==> config.mk <==
export PLATFORM = sky130hd
export DESIGN_NAME = hclt_ctrl
export DESIGN_NICKNAME = d
export VERILOG_FILES = /design/src/hw/rtl/hclt_pkg.sv /design/src/hw/rtl/hclt_ctrl.sv
export SDC_FILE = /design/constraint.sdc
export NUM_CORES = 1
export LEC_CHECK = 0
export BUFFER_PORTS_ARGS = -buffer_cell sky130_fd_sc_hd__buf_2
export CAP_MARGIN = 20
export CELL_PAD_IN_SITES_DETAIL_PLACEMENT = 2
export CELL_PAD_IN_SITES_GLOBAL_PLACEMENT = 2
export CORE_MARGIN = 2
export CORE_UTILIZATION = 19
export DETAILED_ROUTE_END_ITERATION = 7
export HOLD_SLACK_MARGIN = 0.08
export PLACE_DENSITY = 0.66
export REMOVE_ABC_BUFFERS = 1
export SYNTH_ARGS = -nofsm -noshare
export SYNTH_HDL_FRONTEND = slang
export SYNTH_SLANG_ARGS = --single-unit
==> constraint.sdc <==
create_clock -name i_clk -period 1.2 [get_ports i_clk]
set_clock_uncertainty 0.15 [all_clocks]
set_input_delay 0.06 -clock i_clk [delete_from_list [all_inputs] [get_ports i_clk]]
set_output_delay 0.06 -clock i_clk [all_outputs]
set_load 0.02 [all_outputs]
==> src/hw/rtl/hclt_pkg.sv <==
// Shared types and constants for the Huffman code lookup table.
package hclt_pkg;

    localparam int CODE_W   = 16;
    localparam int LEN_W    = 5;
    localparam int SYM_W    = 8;
    localparam int ENTRY_W  = 1 + LEN_W + SYM_W;

    localparam logic ACT_ADD  = 1'b0;
    localparam logic ACT_FIND = 1'b1;

    localparam logic STATUS_OK   = 1'b0;
    localparam logic STATUS_FAIL = 1'b1;

    typedef struct packed {
        logic clr;
        logic take;
        logic rd_find;
        logic rd_first;
        logic fill;
        logic res_find;
        logic res_fail;
        logic res_ok;
        logic out_load;
    } t_cmd;

    typedef struct packed {
        logic clr_last;
        logic len_ok;
        logic hit;
        logic fill_last;
        logic out_free;
    } t_sts;

endpackage

==> src/hw/rtl/hclt_ctrl.sv <==
// Controller: clearing sweep, find and add sequencing, result handoff.
module hclt_ctrl (
    input  logic           i_clk,
    input  logic           i_rst_n,
    input  logic           i_valid,
    input  logic           i_action,
    output logic           o_ready,
    input  hclt_pkg::t_sts i_sts,
    output hclt_pkg::t_cmd o_cmd
);

    localparam logic [2:0] S_CLEAR = 3'd0;
    localparam logic [2:0] S_IDLE  = 3'd1;
    localparam logic [2:0] S_FIND  = 3'd2;
    localparam logic [2:0] S_FRES  = 3'd3;
    localparam logic [2:0] S_ADD   = 3'd4;
    localparam logic [2:0] S_FILL  = 3'd5;
    localparam logic [2:0] S_OUT   = 3'd6;

    logic [2:0] r_state;
    logic [2:0] n_state;

    always_ff @(posedge i_clk) begin
        if (!i_rst_n) begin
            r_state <= S_CLEAR;
        end else begin
            r_state <= n_state;
        end
    end

    always_comb begin
        n_state = r_state;
        o_cmd   = '0;
        o_ready = 1'b0;
        case (r_state)
            S_CLEAR: begin
                o_cmd.clr = 1'b1;
                if (i_sts.clr_last) begin
                    n_state = S_IDLE;
                end
            end
            S_IDLE: begin
                o_ready = 1'b1;
                if (i_valid) begin
                    o_cmd.take = 1'b1;
                    n_state    = (i_action == hclt_pkg::ACT_FIND) ? S_FIND : S_ADD;
                end
            end
            S_FIND: begin
                o_cmd.rd_find = 1'b1;
                n_state       = S_FRES;
            end
            S_FRES: begin
                o_cmd.res_find = 1'b1;
                n_state        = S_OUT;
            end
            S_ADD: begin
                if (!i_sts.len_ok) begin
                    o_cmd.res_fail = 1'b1;
                    n_state        = S_OUT;
                end else begin
                    o_cmd.rd_first = 1'b1;
                    n_state        = S_FILL;
                end
            end
            S_FILL: begin
                if (i_sts.hit) begin
                    o_cmd.res_fail = 1'b1;
                    n_state        = S_OUT;
                end else begin
                    o_cmd.fill = 1'b1;
                    if (i_sts.fill_last) begin
                        o_cmd.res_ok = 1'b1;
                        n_state      = S_OUT;
                    end
                end
            end
            S_OUT: begin
                if (i_sts.out_free) begin
                    o_cmd.out_load = 1'b1;
                    n_state        = S_IDLE;
                end
            end
            default: begin
                n_state = S_IDLE;
            end
        endcase
    end

endmodule

==> impl_metrics.toml, run 1 <==
[power]
ir_drop_mv = 0.4104
p_leak_nw = 0.3743
p_per_area_mw_per_mm2 = 1023

[floorplanning]
die-area_mm2 = 0.002167
die_y_um = 46.56
ios = 19
rows = 15
core_area_mm2 = 0.001708
die_w_um = 46.56
initial_core_util_pct = 20.15

[global_routing]
grt_use_met1_pct = 18.79
grt_max_degree = 9
grt_overflow_total = 0
grt_pass1_vias = 513
grt_first_pass_wirelength_um = 2463
grt_use_met2_pct = 30.56
gr-usage-all-layers_pct = 17.83
grt-busiest-layer = "met2"
antenna_found_initial = 0
met3_usage_pct = 0.7843

[cells_and_area]
area_growth_pct = 132.4
largest_reg_flops = 3
regMostFlops = "r_state"
finalNetCount = 92
stdcell_count = 107
diodes = 0
postLayoutCoreUtil_pct = 46.81
drive_above_1_share_pct = 70.73
fin_area_um2 = 799.5
reg_top3 = "r_state (3)"

[route]
routed_via_density = 4.570
ant_nets = 0
dr_total_vias = 489
drt-initial-drc-count = 10
drt_wl_total_um = 1825
drt-pass1-iter-count = 4
post-route-drc-count = 0
routedWlPerCell_um = 17.06

[sta]
hold_violations = 0
holdWs_ns = 0.1342
setup_tns_ns = -1.762
worst_slew_pin_slew_ns = 0.3059
min_period_ns = 1.382
finalMaxSlewViolations = 0
slew_headroom_pct = 79.61
finalSetupViolations = 13
period_share_pct = 115.2
rsz0062_at_grt = "true"
fin_ws_ns = -0.1824
clock.fmax_mhz = 723.4

[setup_path]
required_ns = 1.17
critPathKind = "reg -> reg"
critPathLaunchType = "flip-flop"
r2r_slack_ns = -0.18
cp_common_cell = "buf_4"
path_cells = "buf_4, buf_4, and2_4, a2111oi_4"
arrival_ns = 1.35
slowest_delay_ns = 0.37
path_max_fanout = 7
critPathSlowestCell = "dfxtp_4"
worstSetupEndpointType = "flip-flop"

[yosys]
synth_cell_types = 25
yosys_register_bits = 3
synth_most_common_cell = "nor2_1"
ys.flop_type = "dfxtp_1"
yosys-top-cells-area = "dfxtp_1 17%, nand2b_4 8.0%, buf_6 6.5%, nor2_1 6.5%, nor3b_1 6.5%"
async_flop_share_pct = 0
syn_inst = 42
ys_seq_area_share_pct = 17.45
synth_top_area_share_pct = 17.45
synth.avg_cell_area_um2 = 8.192
synth_edf_count = 0
yosysTopAreaCell = "dfxtp_1"
synthTopCellsByCount = "6 x nor2_1, 3 x dfxtp_1, 3 x inv_1, 3 x nand2_1, 3 x nor3b_1"
syn_area_um2 = 344.1
yosysWarningCount = 0

[clock_tree]
insertion_delay_ns = 0.25
clk_path_buf_depth = 2
cts.clk_slew.worst_paths_ns = 0.04
numClockSinks = 3
cts_tree = "done"
h-tree-depth = 1
root_buffer = "clkbuf_4"
numCtsBuffers = 3

[outcome]
violations = "setup timing"
outcome = "finished, violations left"

[placement]
place_area_um2 = 525.5
gp_congestion = 0.7507
portBuffers = 18
dpl.hpwl_um = 970.3
dp_cells = 94

[job]
cap_viol_max_count = 0

[min_path]
hp-class = "in -> reg"
==> where the power goes <==
group	internal (mW)	switching (mW)	leakage, nW	total [mW]
Sequential	0.116	0.0361	0.0267	0.152
Clock	0.126	0.0682	0.0150	0.194
Combinational	0.264	0.208	0.333	0.472
Total	0.506	0.312	0.374	0.818
==> logic make-up (layout without fill, tap and decap cells) <==
kind of cell,after synthesis,in the layout,synth area share [%]
AND/OR/NAND/NOR,24,24,45.09
AO/OA/AOI/OAI,9,9,25.45
buffers and inverters,6,46,12.00
flip-flops,3,3,17.46
==> layout make-up <==
cell class / instances / area (µm²)
Clock buffer: 4 / 26.28
Fill cell: 188 / 908.4
Inverter: 3 / 11.26
Multi-Input combinational cell: 33 / 324.1
Sequential cell: 3 / 71.32
Tap cell: 25 / 31.28
Timing Repair Buffer: 39 / 335.3
==> routing by layer <==
metal,part of all wire [%],up-vias
met5,0,-
li1,-,231
met1,41,241
met4,3.3,0
met2,53,13
met3,2.0,4
==> worst paths after layout <==
kind / start / to / depth (start not counted)
worst max-delay path: r_state[0] / r_state[2] / 4
worst min-delay path: i_sts[1] / r_state[0] / 3
worst max register to register: r_state[0] / r_state[2] / 4
worst min register to register: r_state[0] / r_state[0] / 2
==> placed cells by master (no fill, tap or decap) <==
cell type      instances
a2bb2oi_1              1
nand2b_4               3
nor2_1                 3
and3b_1                1
buf_6                 14
dlygate4sd3_1          4
clkbuf_4               3
inv_1                  3
buf_4                 13
nor3b_1                1
a211o_1                1
nand2b_1               1
o311ai_2               1
o221a_1                1
nor2_4                 4
buf_2                  8
dfxtp_4                3
nor3_4                 1
nand2_2                1
clkbuf_1               1
nand2_4                1
o21a_1                 1
nand2_1                1
o21ai_0                1
a2111oi_4              1
and3_4                 1
a21oi_1                1
and2_4                 2
and3_1                 1
nor3b_2                2
a41o_1                 1
nor4_1                 1
==> worst max-delay path, delay by kind of cell (launching register included) <==
kind	cells	cell delay (ns)
AOI/OAI and AO/OA	1	0.33
buffers and inverters	2	0.26
DFF	1	0.37
and+or+nand+nor	1	0.15
==> stage by stage <==
stage	worst slack, ns	power (mW)
floorplan	-0.2870	0.2898
detailed placement	-0.2313	0.4433
global route	-0.2164	0.8612
global placement	-0.2029	0.4310
finish	-0.1824	0.8182
CTS	-0.1898	0.7661
==> timing repair <==
action | in CTS | in global routing
setup endpoints to repair | 13 | 13
endpoints found under the hold margin | 3 | 0
resized for setup | 38 | 9
buffers inserted | 3 | 2
hold buffers | 4 | 0
cloned | 0 | 0
pin swaps | 8 | 6
No activity file was read; power rests on OpenSTA's default activity.
==> run 2, diff against run 1 <==
--- a/config.mk
+++ b/config.mk
@@ -9,7 +9,7 @@
 export CAP_MARGIN = 20
 export CELL_PAD_IN_SITES_DETAIL_PLACEMENT = 2
 export CELL_PAD_IN_SITES_GLOBAL_PLACEMENT = 2
-export CORE_MARGIN = 2
+export CORE_ASPECT_RATIO = 0.9
 export CORE_UTILIZATION = 19
 export DETAILED_ROUTE_END_ITERATION = 7
 export HOLD_SLACK_MARGIN = 0.08
==> run 2 against run 1 <==
Effect of this change: the flow still finishes with violations (setup timing); combinational power rose by 3%; final cell count fell by 0.93%; highest routed layer unchanged; clock-buffer cell count unchanged; first-iteration DRC count decreased by 60%; power rose by 3.8%; maximum frequency fell by 2.5%; sequential cell count unchanged.
==> impl_metrics.toml, run 2 (synthesis results as in run 1) <==
[placement]
gp_congestion = 0.7568
dpl.hpwl_um = 947.6
dp_cells = 94
place_area_um2 = 531.8
portBuffers = 18

[clock_tree]
h-tree-depth = 1
root_buffer = "clkbuf_4"
cts.clk_slew.worst_paths_ns = 0.06
numCtsBuffers = 3
numClockSinks = 3
clk_path_buf_depth = 2
insertion_delay_ns = 0.26
cts_tree = "done"

[setup_path]
worstSetupEndpointType = "primary output"
ff2ff_path_depth = 4
slowest_delay_ns = 0.40
path_depth = 5
path_max_fanout = 6
cp_common_cell = "buf_6"
path_cells = "nand2b_4, buf_6, nand2_4, nor2_4, buf_6"
critPathLaunchType = "flip-flop"
cp.buffers_inverters = 2
critPathKind = "reg -> out"
critPathSlowestCell = "dfxtp_4"
crit_family = "flip-flops"
required_ns = 0.99
arrival_ns = 1.21

[power]
p_leak_nw = 0.3731
clock_power_share_pct = 25.1
comb_power_share_pct = 57.1
p_per_area_mw_per_mm2 = 1065
power_switching_share_pct = 39.35
power.switching_mw = 0.3341
p_int_mw = 0.5150
ir_drop_mv = 0.4403
power_frac_seq_pct = 17.7

[sta]
worst_slew_pin_slew_ns = 0.2553
setup_tns_ns = -2.057
slew_headroom_pct = 82.83
hold_violations = 0
period_share_pct = 118.2
clock.fmax_mhz = 705.1
min_period_ns = 1.418
rsz0062_at_grt = "true"
finalSetupViolations = 13
fin_ws_ns = -0.2183
finalMaxSlewViolations = 0

[floorplanning]
die_w_um = 46.86
ios = 19
die_y_um = 42.37
rows = 14
core_area_mm2 = 0.001682
initial_core_util_pct = 20.46
die-area_mm2 = 0.001985

[cells_and_area]
fin_area_um2 = 797.0
fillers = 193
final_cell_mix = "15 x buf_6, 13 x buf_4, 8 x buf_2"
stdcell_count = 106
reg_top3 = "r_state (3)"
multiInputGateArea_um2 = 321.6
finalNetCount = 92
largest_reg_flops = 3
regMostFlops = "r_state"
drive_above_1_share_pct = 73.17
regArea_um2 = 71.32
diodes = 0
area_growth_pct = 131.6
layout_commonest_cell = "buf_6"

[global_routing]
antenna_found_initial = 0
gr-usage-all-layers_pct = 19.05
grt_pass1_vias = 505
grt_first_pass_wirelength_um = 2539
grt_max_degree = 7
grt_overflow_total = 0

[route]
drt-pass1-iter-count = 4
post-route-drc-count = 0
drt-initial-drc-count = 4
drt_wl_total_um = 1964
dr_total_vias = 489
routedWlPerCell_um = 18.53
ant_nets = 0
routed_via_density = 4.613

[outcome]
outcome = "finished, violations left"
violations = "setup timing"

[min_path]
hold_depth = 3
hp-class = "in -> reg"

[job]
cap_viol_max_count = 0
-- run 2: power by group through the flow --
stage               logic (mW)  registers, mW  clock network, mW
finish                   0.485          0.151              0.213
global route             0.511          0.152              0.219
CTS                      0.392          0.147              0.197
detailed placement       0.305          0.143                  0
global placement         0.297          0.141                  0
floorplan                0.145          0.144                  0
-- run 2: layer usage --
metal | routed length [µm] | vias up | global-route usage (%)
li1 | - | 229 | -
met4 | 43 | 0 | 8.571
met5 | 0 | - | 0
met3 | 44 | 5 | 2.586
met2 | 1106 | 15 | 31.39
met1 | 770 | 240 | 23.75
-- run 2: timing repair --
item / CTS / global route
endpoints found under the hold margin: 3 / 0
buffers inserted: 2 / 3
pin swaps: 5 / 5
setup endpoints to repair: 13 / 13
resized for setup: 30 / 19
hold buffers: 3 / 0
-- run 2: area by class of cell --
type                    instances  share of cell area (%)
well taps                      24                   3.768
multi-input cells              33                   40.35
flip-flops and latches          3                   8.948
inverters                       3                   1.413
repair buffers                 39                   42.23
clock buffers                   4                   3.297
-- run 2: worst paths after layout --
kind / from / to / slack, ns
min: i_sts[0] / r_state[1] / 0.07
max: r_state[0] / o_cmd[2] / -0.22
max reg2reg: r_state[0] / r_state[1] / -0.17
min reg2reg: r_state[2] / r_state[1] / 0.63
-- run 2: worst min-delay path: stages --
cell	delay [ns]
buf_2	0.13
nor4_1	0.06
a41o_1	0.19
-- run 2: metrics by stage --
stage / hold slack, ns / utilization, % / total power [mW] / setup WS [ns]
floorplan: 0.05188 / - / 0.2898 / -0.2870
global placement: 0.1837 / 31.62 / 0.4374 / -0.1852
detailed placement: 0.1865 / 31.62 / 0.4475 / -0.1944
CTS: 0.08242 / 41.37 / 0.7362 / -0.1671
global route: 0.09968 / 47.40 / 0.8819 / -0.2322
finish: 0.07205 / 47.40 / 0.8490 / -0.2183
==> run 3, diff against run 2 <==
==> constraint.sdc (replaced) <==
create_clock -name i_clk -period 1.2 [get_ports i_clk]
set_clock_uncertainty 0.15 [all_clocks]
set_input_delay 0.18 -clock i_clk [delete_from_list [all_inputs] [get_ports i_clk]]
set_output_delay 0.18 -clock i_clk [all_outputs]
set_load 0.02 [all_outputs]
==> run 3 against run 2 <==
Effect of this change: the run still ends with setup timing left; sequential power about the same; final cell count decreased by 1.9%; combinational power decreased by 11%; final area decreased by 2.5%; sequential share of layout area increased by 0.23 points; die area unchanged; critical endpoint is now o_cmd[1].
==> impl_metrics.toml, run 3 (synthesis results as in run 1) <==
[outcome]
outcome = "finished, violations left"
violations = "setup timing"

[cells_and_area]
fillers = 200
area_growth_pct = 125.8
largest_reg_flops = 3
multiInputGateArea_um2 = 326.6
layout_commonest_cell = "buf_4"
regMostFlops = "r_state"
fin_area_um2 = 777.0
reg_top3 = "r_state (3)"
final_cell_mix = "14 x buf_4, 13 x buf_6, 8 x buf_2"
finalNetCount = 90
diodes = 0
drive_above_1_share_pct = 72.50
regArea_um2 = 71.32

[power]
p_per_area_mw_per_mm2 = 1007
power_frac_seq_pct = 19.4
ir_drop_mv = 0.4265
power.switching_mw = 0.3041
comb_power_share_pct = 54.9
p_leak_nw = 0.3756
p_int_mw = 0.4780
power_switching_share_pct = 38.88
clock_power_share_pct = 25.7

[sta]
clock.fmax_mhz = 679.7
slew_headroom_pct = 77.16
rsz0062_at_grt = "true"
hold_violations = 0
finalMaxSlewViolations = 0
fin_ws_ns = -0.2713
setup_tns_ns = -2.583
worst_slew_pin_slew_ns = 0.3395
min_period_ns = 1.471
finalSetupViolations = 13
period_share_pct = 122.6

[floorplanning]
core_area_mm2 = 0.001682
die_w_um = 46.86
die-area_mm2 = 0.001985
rows = 14
die_y_um = 42.37
initial_core_util_pct = 20.46
ios = 19

[global_routing]
grt_pass1_vias = 533
grt_first_pass_wirelength_um = 2587
gr-usage-all-layers_pct = 19.97
grt_max_degree = 8
grt_overflow_total = 0
antenna_found_initial = 0

[setup_path]
critPathLaunchType = "flip-flop"
required_ns = 0.87
critPathKind = "reg -> out"
crit_family = "simple AND/OR/NAND/NOR gates"
arrival_ns = 1.14
slowest_delay_ns = 0.37
cp.buffers_inverters = 1
path_cells = "nand2b_4, nor2_4, and2_4, buf_6"
critPathSlowestCell = "dfxtp_4"
worstSetupEndpointType = "primary output"
path_max_fanout = 6

[clock_tree]
cts_tree = "done"
cts.clk_slew.worst_paths_ns = 0.04
clk_path_buf_depth = 2
numCtsBuffers = 3
root_buffer = "clkbuf_4"
h-tree-depth = 1
numClockSinks = 3
insertion_delay_ns = 0.25

[job]
cap_viol_max_count = 0

[min_path]
hp-class = "in -> reg"

[route]
routedWlPerCell_um = 15.79
drt-initial-drc-count = 3
drt_wl_total_um = 1642
ant_nets = 0
dr_total_vias = 472
post-route-drc-count = 0
drt-pass1-iter-count = 4
routed_via_density = 4.538

[placement]
dpl.hpwl_um = 1038
place_area_um2 = 524.3
gp_congestion = 0.8017
portBuffers = 18
[run 3: cell count changes in the layout (fill, tap and decap cells not counted), sizes merged]
cell and change:
dlygate4sd3 -1, buf -1
[run 3: per-stage QoR]
stage               hold slack [ns]  power, mW  setup WS [ns]  instances  utilization, %
floorplan                    0.1719     0.2898        -0.4070         39               -
detailed placement           0.3144     0.4328        -0.2020         93           31.18
global route                 0.1575     0.8324        -0.3118        104           46.21
finish                       0.1405     0.7821        -0.2713        104           46.21
CTS                          0.1390     0.7506        -0.2390        104           44.35
global placement             0.3136     0.4214        -0.1597         93           31.18
[run 3: worst min-delay path, cell delays in order]
cell	delay, ns
buf_2	0.12
inv_1	0.12
a2111oi_4	0.07
[run 3: repair_timing]
| item | CTS | global route |
|---|---|---|
| setup endpoints to repair | 13 | 13 |
| hold endpoints to repair | 1 | 0 |
| hold buffers | 2 | 0 |
| pin swaps | 9 | 6 |
| gates resized for setup | 39 | 7 |
| setup buffers | 5 | 0 |
[run 3: per-layer routing]
layer  vias up  global-route usage [%]  part of all wire (%)
met1       230                   21.32                    37
met3         2                   5.172                   4.3
met5         -                       0                     0
met2        15                   35.28                    58
li1        225                       -                     -
met4         0                   8.571                   1.5
[run 3: path summary, 6_finish.rpt]
path,startpoint,to,slack [ns],cells after the start
worst min register to register,r_state[2],r_state[2],0.57,2
worst min-delay path,i_rst_n,r_state[2],0.14,3
worst max-delay path,r_state[1],o_cmd[1],-0.27,4
worst max register to register,r_state[2],r_state[1],-0.13,4
[run 3: cell type report]
| type | count | share of cell area, % |
|---|---|---|
| Sequential cell | 3 | 9.179 |
| Clock buffer | 4 | 3.382 |
| Timing Repair Buffer | 37 | 40.10 |
| Tap cell | 24 | 3.865 |
| Inverter | 3 | 1.449 |
| Multi-Input combinational cell | 33 | 42.03 |
[run 3: power by group through the flow]
stage          sequential, mW  combinational (mW)  clock [mW]
2_1_floorplan           0.144               0.145           0
3_3_place_gp            0.140               0.282           0
3_5_place_dp            0.142               0.291           0
4_1_cts                 0.148               0.405       0.198
5_1_grt                 0.155               0.459       0.218
6_report                0.152               0.430       0.201
